`src/sv/hkf_pkg.sv`:
```
`default_nettype none
// ----------------------------------------------------------------------------
// hkf_pkg
// Shared types and constants of the two-state heading Kalman filter.
// ----------------------------------------------------------------------------
package hkf_pkg;

  localparam int unsigned WORD_W = 32;
  localparam int unsigned CFG_IDX_W = 2;

  localparam logic [CFG_IDX_W-1:0] REG_TIME_STEP = 2'd0;
  localparam logic [CFG_IDX_W-1:0] REG_PROC_NOISE = 2'd1;
  localparam logic [CFG_IDX_W-1:0] REG_MEAS_NOISE = 2'd2;
  localparam logic [CFG_IDX_W-1:0] REG_INIT_COV = 2'd3;

  localparam logic [20:0] TIME_STEP_RST = 21'd6554;
  localparam logic [30:0] PROC_NOISE_RST = 31'd655;
  localparam logic [30:0] MEAS_NOISE_RST = 31'd327680;
  localparam logic [30:0] INIT_COV_RST = 31'd65536000;

  // Datapath micro-operations.
  localparam logic [4:0] OP_INIT = 5'd0;   // optional new-track load
  localparam logic [4:0] OP_PH = 5'd1;     // heading += dt*rate
  localparam logic [4:0] OP_PA = 5'd2;     // a = P00 + dt*P01
  localparam logic [4:0] OP_PB = 5'd3;     // b = P01 + dt*P11
  localparam logic [4:0] OP_P00 = 5'd4;    // P00 = a + dt*b + q; P01 = b
  localparam logic [4:0] OP_P11 = 5'd5;    // P11 += q; y; S
  localparam logic [4:0] OP_DIV0 = 5'd6;   // start K0 division
  localparam logic [4:0] OP_DIV1 = 5'd7;   // start K1 division
  localparam logic [4:0] OP_UH = 5'd8;     // heading += K0*y
  localparam logic [4:0] OP_UR = 5'd9;     // rate += K1*y
  localparam logic [4:0] OP_U00 = 5'd10;   // P00 -= K0*P00
  localparam logic [4:0] OP_U01 = 5'd11;   // P01 -= K0*P01
  localparam logic [4:0] OP_U11 = 5'd12;   // P11 -= K1*P01
  localparam logic [4:0] OP_NONE = 5'd13;

  typedef struct packed {
    logic       load;   // capture input item
    logic       exec;   // run op this cycle
    logic [4:0] op;
  } hkf_cmd_t;

  typedef struct packed {
    logic div_busy;
  } hkf_stat_t;

endpackage
`default_nettype wire

```
`src/sv/hkf_ctrl.sv`:
```
`default_nettype none
// ----------------------------------------------------------------------------
// hkf_ctrl
// Sequencer that steps the datapath through predict and update.
// ----------------------------------------------------------------------------
module hkf_ctrl
  import hkf_pkg::*;
(
  input  wire logic clk,
  input  wire logic rst,
  input  wire logic in_valid,
  output logic      in_stall,
  output logic      out_valid,
  input  wire logic out_stall,
  output hkf_cmd_t  cmd,
  input  wire hkf_stat_t stat
);

  localparam logic [1:0] ST_IDLE = 2'd0;
  localparam logic [1:0] ST_RUN = 2'd1;
  localparam logic [1:0] ST_OUT = 2'd2;

  logic [1:0] state;
  logic [4:0] op;

  // Operation after the current one; U11 precedes U01 to keep old P01.
  logic [4:0] op_next;
  always_comb begin
    unique case (op)
      OP_INIT: op_next = OP_PH;
      OP_PH: op_next = OP_PA;
      OP_PA: op_next = OP_PB;
      OP_PB: op_next = OP_P00;
      OP_P00: op_next = OP_P11;
      OP_P11: op_next = OP_DIV0;
      OP_DIV0: op_next = OP_DIV1;
      OP_DIV1: op_next = OP_UH;
      OP_UH: op_next = OP_UR;
      OP_UR: op_next = OP_U00;
      OP_U00: op_next = OP_U11;
      OP_U11: op_next = OP_U01;
      default: op_next = OP_NONE;
    endcase
  end

  logic accept;
  assign accept = in_valid && !in_stall;
  assign in_stall = (state == ST_RUN) || (out_valid && out_stall);

  always_comb begin
    cmd.load = accept;
    cmd.exec = (state == ST_RUN) && !stat.div_busy;
    cmd.op = op;
  end

  always_ff @(posedge clk) begin
    if (rst) begin
      state <= ST_IDLE;
      op <= OP_NONE;
      out_valid <= 1'b0;
    end else begin
      if (out_valid && !out_stall) out_valid <= 1'b0;
      unique case (state) inside
        ST_IDLE, ST_OUT: if (accept) begin
          state <= ST_RUN;
          op <= OP_INIT;
        end else state <= ST_IDLE;
        ST_RUN: if (!stat.div_busy) begin
          if (op == OP_U01) begin
            state <= ST_OUT;
            out_valid <= 1'b1;
            op <= OP_NONE;
          end else op <= op_next;
        end
        default: state <= ST_IDLE;
      endcase
    end
  end

endmodule
`default_nettype wire

```
`config.mk`:
```
export PLATFORM = sky130hd
export DESIGN_NAME = hkf_ctrl
export DESIGN_NICKNAME = d
export VERILOG_FILES = /design/src/sv/hkf_pkg.sv /design/src/sv/hkf_ctrl.sv
export SDC_FILE = /design/constraint.sdc
export NUM_CORES = 1
export LEC_CHECK = 0
export BUFFER_PORTS_ARGS = -buffer_cell sky130_fd_sc_hd__buf_2
export CAP_MARGIN = 0
export CORE_MARGIN = 1
export CORE_UTILIZATION = 45
export DETAILED_ROUTE_END_ITERATION = 8
export PLACE_DENSITY = 0.71
export SETUP_SLACK_MARGIN = 0.02
export SLEW_MARGIN = 20
export SYNTH_ARGS = -nofsm -noshare
export SYNTH_HDL_FRONTEND = slang
export SYNTH_SLANG_ARGS = --single-unit
```
`constraint.sdc`:
```
create_clock -name clk -period 1.8 [get_ports clk]
set_input_delay 0.36 -clock clk [delete_from_list [all_inputs] [get_ports clk]]
set_output_delay 0.36 -clock clk [all_outputs]
set_load 0.01 [all_outputs]
```
# Word level (Yosys, flattened, before mapping)
# Memory sizes are Yosys's and may differ from the RTL's. A register that Yosys moved wholly into a read port is not among the register bits.
# Cells that the tools add are included.
dict set report classes {
  eq_ne 6
  muxes 15
  n_reduce_logical 13
}
# operator count
set ops {}
lappend ops {{$mux 5} 4}
lappend ops {{$pmux 5 s2} 1}
lappend ops {{$mux 4} 2}
lappend ops {{$eq 5x4->1 const B} 1}
lappend ops {{$mux 1} 5}
lappend ops {{$logic_and 1x1->1} 4}
lappend ops {{$mux 2} 2}
lappend ops {{$ne 2x2->1 const B} 2}
lappend ops {{$pmux 2 s2} 1}
lappend ops {{$logic_not 1->1} 3}
lappend ops {{$reduce_and 3->1} 1}
lappend ops {{$eq 2x1->1 const B} 1}
lappend ops {{$eq 2x2->1 const B} 1}
lappend ops {{$logic_not 2->1} 1}
lappend ops {{$ne 2x1->1 const B} 1}
lappend ops {{$reduce_and 2->1} 1}
lappend ops {{$reduce_bool 2->1} 1}
lappend ops {{$reduce_or 2->1} 1}
lappend ops {{$logic_or 1x1->1} 1}
dict set report totals {
  ff_bits 8
  mem_bits_ro 64
  in_bits 5
  out_inout_bits 9
  elab_cells 38
  memories 1
}
# memory words word_bits rd rd_ports_with_merged_regs wr line_no
set memory_table {}
lappend memory_table {{(name not given)} 16 4 1 1 0 hkf_ctrl.sv:29} ;# unique case (op)

# Logic depth before layout (Yosys ltp)
# Gate-level depths: netlist of run 1.
dict set report logic_depth {
  word_depth 8
  mapped_depth 8
  depth_no_buf 8
}

# Worst setup path after synthesis of run 1
# No wires, ideal clock.
dict set report synth_timing {
  path_kind {register to register}
  start {reg out_valid}
  end {reg op_next[0] (netlist name)}
  setup_time_ns 0.133
  arrival_ns 1.726
  required_time_ns 1.667
  slack_ns -0.059
  path_stages_with_launch 9
  path_buffers 0
  period_less_slack_ns 1.859
  path_cell_list {dfxtp_1 > nand2_1 > a31oi_4 > nand2_1 > a21oi_1 > inv_1 > ha_1 > nor3_1 > a21oi_1}
}
# item line_no
set synth_lines {}
lappend synth_lines {{from (decl)} hkf_ctrl.sv:13} ;# output logic out_valid,
lappend synth_lines {{from (signal assigned)} hkf_ctrl.sv:60} ;# out_valid <= 1'b0;
lappend synth_lines {{from (signal assigned)} hkf_ctrl.sv:62} ;# if (out_valid && !out_stall) out_valid <= 1'b0;
lappend synth_lines {{from (signal assigned)} hkf_ctrl.sv:71} ;# out_valid <= 1'b1;

==> results of run 1 <==
==> timing repair <==
item,in CTS,in global routing
hold buffers,0,0
setup buffers,1,2
gates resized for setup,1,11
endpoints found under the setup margin,2,3
pin swaps,0,5
==> power groups by stage <==
| stage | sequential [mW] | combinational [mW] | clock (mW) |
|---|---|---|---|
| finish | 0.289 | 0.214 | 0.175 |
| global placement | 0.294 | 0.188 | 0 |
| CTS | 0.289 | 0.197 | 0.176 |
| detailed placement | 0.294 | 0.193 | 0 |
| floorplan | 0.302 | 0.113 | 0 |
| global route | 0.293 | 0.235 | 0.189 |
==> flip-flops by register name (all words and copies together) (netlist names) <==
name / flops
op_next: 4
state: 2
out_valid: 1
op: 4
==> worst max path at each step <==
stage | from | end | slack, ns | depth (start not counted)
2_1_floorplan | out_valid | op_next[0] | 0.01 | 8
6_report | op[2] | op_next[2] | 0.09 | 6
3_5_place_dp | stat | op_next[2] | -0.09 | 9
3_3_place_gp | stat | op_next[2] | -0.03 | 6
4_1_cts | state[0] | op_next[0] | 0.05 | 8
5_1_grt | state[0] | op_next[1] | 0.01 | 9
==> layer usage <==
| layer | global-route usage (%) | up-vias | wire length, um |
|---|---|---|---|
| met5 | 0 | - | 0 |
| met4 | 15.5 | 0 | 38 |
| met3 | 3.41 | 4 | 57 |
| met2 | 42.9 | 16 | 762 |
| met1 | 25.4 | 267 | 593 |
| li1 | - | 282 | - |
==> cells by family after synthesis <==
| kind of cell | Yosys count |
|---|---|
| AOI/OAI and AO/OA | 19 |
| and+or+nand+nor | 17 |
| DFF | 11 |
| buffers and inverters | 9 |
| adders and majority gates | 5 |
| muxes | 3 |
| other | 1 |
==> critical path: cells and delay by family, from the launching register on <==
kind,cells,cell delay [ns]
compound gates,3,0.65
fa+ha+maj,1,0.19
flops,1,0.33
mux,1,0.06
simple gates,1,0.37
==> final cells by class <==
class | instances | area (um^2)
Clock buffer | 4 | 26.3
Inverter | 6 | 22.5
Fill cell | 115 | 410
Tap cell | 15 | 18.8
Multi-Input combinational cell | 45 | 417
Sequential cell | 11 | 223
Timing Repair Buffer | 28 | 184
==> placed cells by master, fill, tap and decap left out, drive strengths merged <==
cell type  instances
clkbuf             4
buf               28
ha                 5
dfxtp             11
and4b              1
nand2              3
o21ai              6
nand4b             1
a21oi              8
a221o              1
a2bb2oi            1
nand3              2
a211o              1
nor2               5
o21a               1
nor3               2
mux2i              3
nor3b              2
a31oi              1
nand3b             1
inv                6
conb               1
==> flow_summary_export.csv, run 1 <==
group,metric,value,unit
setup_path,worstPathArrival,1.88,ns
synth,synth-adder-area-share,9.98,%
synth,synthTopCellsByCount,"dfxtp_1, a21oi_1, ha_1, inv_1, nor2_1",
grt,grt_max_degree,11,
clocking,htree_levels,1,
clocking,root_buffer,"clkbuf_4",
power,power.switching,0.212,mW
synth,synth_top_family_by_area,"compound AO/OA/AOI/OAI gates",
place,dpl_cell_area,803,um^2
clocking,tritoncts,"done",
setup_path,cp-start-kind,"flip-flop",
synth,synth_compound_gate_area_share,24.4,%
power,seq_power_share,42.7,%
floorplanning,die_x,39.3,um
setup_path,r2r_cells,6,
run_status,violations,"DRC",
timing,final.setup.tns,0,ns
detailed_routing,first_pass_iters,6,
place,dp_slack,-0.0891,ns
setup_path,cpPeakStageDelay,0.37,ns
hold_path,min_to,"state[1]",
power,power.total,0.678,mW
power,clkPwrFrac,25.8,%
timing,worst_slack,0.0899,ns
synth,synth_area_leaders,"dfxtp_1, ha_1, a21oi_1",
hold_path,hp-start,"rst",
grt,grt_usage,23.8,%
cells_and_area,diodes,0,
clocking,cts_sinks,11,
timing,min_period,1.71,ns
synth,yosysWarnings,0,
floorplanning,rows,13,
setup_path,path_cells,"and4b_4 -> o21ai_1 -> o21ai_4 -> ha_2 -> mux2i_1 -> a221o_1",
synth,synth_cell_types,26,
timing,hold_viol,0,
setup_path,slowest_stage,"and4b_4",
power,internal_power,0.466,mW
place,gp_congestion,0.748,
grt,gr-total-overflow,0,
cells_and_area,finish.net_count,105,
hold_path,min_path_cells,2,
setup_path,crit_path_max_fanout,5,
detailed_routing,ant_nets,0,
detailed_routing,wl_per_cell,13.3,um
detailed_routing,vias,569,
floorplanning,die_h,39.3,um
clocking,cts-buffers-inserted,3,
timing,max_freq,0.585,GHz
clocking,clk_pin_slew_worst_paths,0.08,ns
power,power.leakage,0.382,nW
hold_path,hp-class,"in -> reg",
setup_path,r2r_slack,0.09,ns
synth,synth.avg_cell_area,9.64,um^2
synth,synth_edf_count,0,
synth,synth_mux_area_share,4.79,%
synth,synth.cell_area,627,um^2
cells_and_area,drive_above_1_share,54.3,%
detailed_routing,drc,1,
clocking,clk-insertion-delay-late,0.27,ns
timing,hold_ws,0.429,ns
setup_path,path_class,"reg -> reg",
synth,synth_ff_type,"dfxtp_1",
synth,yosys.area_share.simple,18.6,%
timing,setup_viol,0,
cells_and_area,syn2layout_area_growth,42.1,%
power,p_sw_share,31.2,%
timing,post-route-period-util,95.0,%
synth,syn_nets,75,
detailed_routing,drt_iter0_drc,11,
setup_path,crit_path_end_kind,"flip-flop",
power,power_frac_comb,31.5,%
setup_path,r2r_end,"op_next[2]",
floorplanning,dieArea,1550,um^2
synth,synth_xor_area_share,0,%
power,ir_worst_vdd,0.476,mV
flow_run,drv_cap,0,
timing,rsz0062_at_grt,"yes",
floorplanning,initial_utilization,48.2,%
synth,yosys_register_bits,11,
synth,synth.top_cell.area_share,35.1,%
synth,synth_largest_area_cell,"dfxtp_1",
run_status,status,"finished, violations left",
synth,synth_most_common_cell,"dfxtp_1",
synth,async_flop_share,0,%
synth,yosysSeqAreaShare,35.1,%
setup_path,r2r-start,"op[2]",
floorplanning,coreArea,1300,um^2
timing,skew,0.00557,ns
power,p_per_area,761,nW/um^2
cells_and_area,layout.cells.non_filler,109,
timing,finalMaxSlewViolations,0,
detailed_routing,routed_wirelength,1450,um
place,port_buffers,12,
place,dp_hpwl,1090,um
place,dpl.cell_count,102,
cells_and_area,final_core_util,68.5,%
grt,grt_pass1_wl,2380,um
cells_and_area,stdcell_area,891,um^2
synth,synthCells,65,
detailed_routing,routed_via_density,5.22,
setup_path,worstPathRequired,1.97,ns
grt,antenna_found_initial,0,
clocking,clock_tree.buffer_depth,2,
grt,grt_pass1_vias,569,
floorplanning,io_pins,14,
(Power assumes the default switching activity.)
==> inputs of run 2 (changes only) <==
--- a/config.mk
+++ b/config.mk
@@ -9,6 +9,8 @@
 export CAP_MARGIN = 0
 export CORE_MARGIN = 1
 export CORE_UTILIZATION = 45
+export CTS_BUF_LIST = sky130_fd_sc_hd__clkbuf_8 sky130_fd_sc_hd__clkbuf_16
+export CTS_CLUSTER_DIAMETER = 120
 export DETAILED_ROUTE_END_ITERATION = 8
 export PLACE_DENSITY = 0.71
 export SETUP_SLACK_MARGIN = 0.02
==> flow_summary_export.csv, run 2 (same netlist as run 1, synthesis figures left out) <==
group,metric,value,unit
detailed_routing,ant_nets,0,
detailed_routing,drc,1,
setup_path,cpPeakStageDelay,0.33,ns
floorplanning,die_h,39.3,um
detailed_routing,routed_wirelength,1480,um
cells_and_area,diodes,0,
timing,rsz0062_at_grt,"yes",
clocking,cts_sinks,11,
cells_and_area,layout_common_cells,"buf_4, buf_2, dfxtp_1",
setup_path,crit_path_end_kind,"flip-flop",
cells_and_area,regArea,223,um^2
power,ir_worst_vdd,0.590,mV
clocking,htree_levels,1,
floorplanning,rows,13,
timing,setup_viol,0,
hold_path,hp-class,"in -> reg",
grt,grt_pass1_vias,573,
place,gp_congestion,0.748,
timing,hold_viol,0,
detailed_routing,drt_iter0_drc,5,
cells_and_area,layout.cells.non_filler,109,
clocking,tritoncts,"done",
cells_and_area,layout_commonest_cell,"buf_4",
hold_path,min_to,"state[1]",
floorplanning,die_x,39.3,um
cells_and_area,fillCellCount,112,
place,dp_hpwl,1090,um
power,power_frac_comb,28.7,%
setup_path,path_class,"reg -> reg",
cells_and_area,finish.net_count,105,
cells_and_area,final_core_util,70.2,%
timing,hold_ws,0.467,ns
flow_run,drv_cap,0,
setup_path,slowest_stage,"dfxtp_2",
timing,skew,0.00328,ns
clocking,clk-insertion-delay-late,0.24,ns
timing,finalMaxSlewViolations,0,
place,dpl.cell_count,102,
timing,max_freq,0.579,GHz
clocking,clock_tree.buffer_depth,2,
place,port_buffers,12,
hold_path,min_path_cells,2,
hold_path,hp-start,"rst",
clocking,cts-buffers-inserted,3,
cells_and_area,drive_above_1_share,55.3,%
power,power.switching,0.221,mW
timing,final.setup.tns,0,ns
timing,post-route-period-util,96.0,%
detailed_routing,vias,566,
setup_path,r2r_end,"op_next[2]",
run_status,violations,"DRC",
power,p_sw_share,29.4,%
cells_and_area,syn2layout_area_growth,45.7,%
detailed_routing,first_pass_iters,6,
grt,gr-total-overflow,0,
grt,grt_usage,24.6,%
grt,grt_max_degree,11,
detailed_routing,routed_via_density,5.19,
timing,min_period,1.73,ns
setup_path,cp-start-kind,"flip-flop",
power,power.leakage,0.395,nW
run_status,status,"finished, violations left",
floorplanning,io_pins,14,
setup_path,path_cells,"nor3b_4 -> a31oi_4 -> buf_4 -> o21ai_4 -> ha_2 -> mux2i_1 -> a221o_1",
floorplanning,initial_utilization,48.2,%
power,power.total,0.753,mW
floorplanning,coreArea,1300,um^2
power,seq_power_share,38.7,%
setup_path,r2r-start,"state[1]",
setup_path,crit_path_max_fanout,5,
power,internal_power,0.532,mW
power,clkPwrFrac,32.7,%
clocking,root_buffer,"clkbuf_8",
setup_path,worstPathRequired,1.93,ns
grt,antenna_found_initial,0,
cells_and_area,multi_input_comb_area,420,um^2
setup_path,r2r_cells,7,
detailed_routing,wl_per_cell,13.6,um
setup_path,worstPathArrival,1.86,ns
clocking,clk_pin_slew_worst_paths,0.05,ns
power,p_per_area,825,nW/um^2
grt,grt_pass1_wl,2430,um
setup_path,r2r_slack,0.07,ns
floorplanning,dieArea,1550,um^2
run 2: cell types whose count changed in the layout (fill, tap and decap cells not counted):
cell      change
clkbuf_4      -3
clkbuf_1      -1
clkbuf_8      +3
o21ai_1       -1
o21ai_2       +1
inv_1         +1
run 2: timing repair:
item / CTS / global route
buffers inserted: 1 / 2
endpoints found under the setup margin: 2 / 3
endpoints found under the hold margin: 0 / 0
resized for setup: 0 / 13
pin swaps: 0 / 6
hold buffers: 0 / 0
run 2: worst max-delay path by stage:
stage,from,endpoint,slack (ns),cells past startpoint
after global routing,state[0],op_next[1],0.01,9
after floorplan,out_valid,op_next[0],0.01,8
after global placement,stat,op_next[2],-0.03,6
after CTS,state[1],op_next[0],0.04,7
after detailed placement,stat,op_next[2],-0.09,9
final,state[1],op_next[2],0.07,7
run 2: final cells by class:
cell class	instances	share of cell area, %
Inverter	6	2.47
Clock inverter	1	0.411
Sequential cell	11	24.4
Multi-Input combinational cell	45	46.0
Clock buffer	3	4.52
Tap cell	15	2.05
Timing Repair Buffer	28	20.1
run 2: metrics by stage:
stage	area (um^2)	setup slack, ns
after CTS	856	0.0372
after detailed placement	803	-0.0891
final	913	0.0729
after global placement	803	-0.0304
after global routing	913	0.0116
after floorplan	646	0.0111
run 2: critical path, delay by kind of cell, from the launching register on:
family / cells / cell delay [ns]
mux: 1 / 0.06
compound gates: 3 / 0.58
flops: 1 / 0.33
buf+inv: 1 / 0.18
fa+ha+maj: 1 / 0.20
simple gates: 1 / 0.27
run 2: layer usage:
layer,GRT usage (%),up-vias,wire length [um]
met5,0,-,0
li1,-,282,-
met4,12.9,0,36
met2,45.4,12,780
met3,5.11,4,36
met1,25.4,268,629
run 2: power by group through the flow:
stage          registers, mW  logic (mW)  clock network (mW)
2_1_floorplan          0.302       0.113                   0
3_3_place_gp           0.294       0.188                   0
3_5_place_dp           0.294       0.193                   0
4_1_cts                0.290       0.198               0.249
5_1_grt                0.294       0.236               0.265
6_report               0.291       0.216               0.246
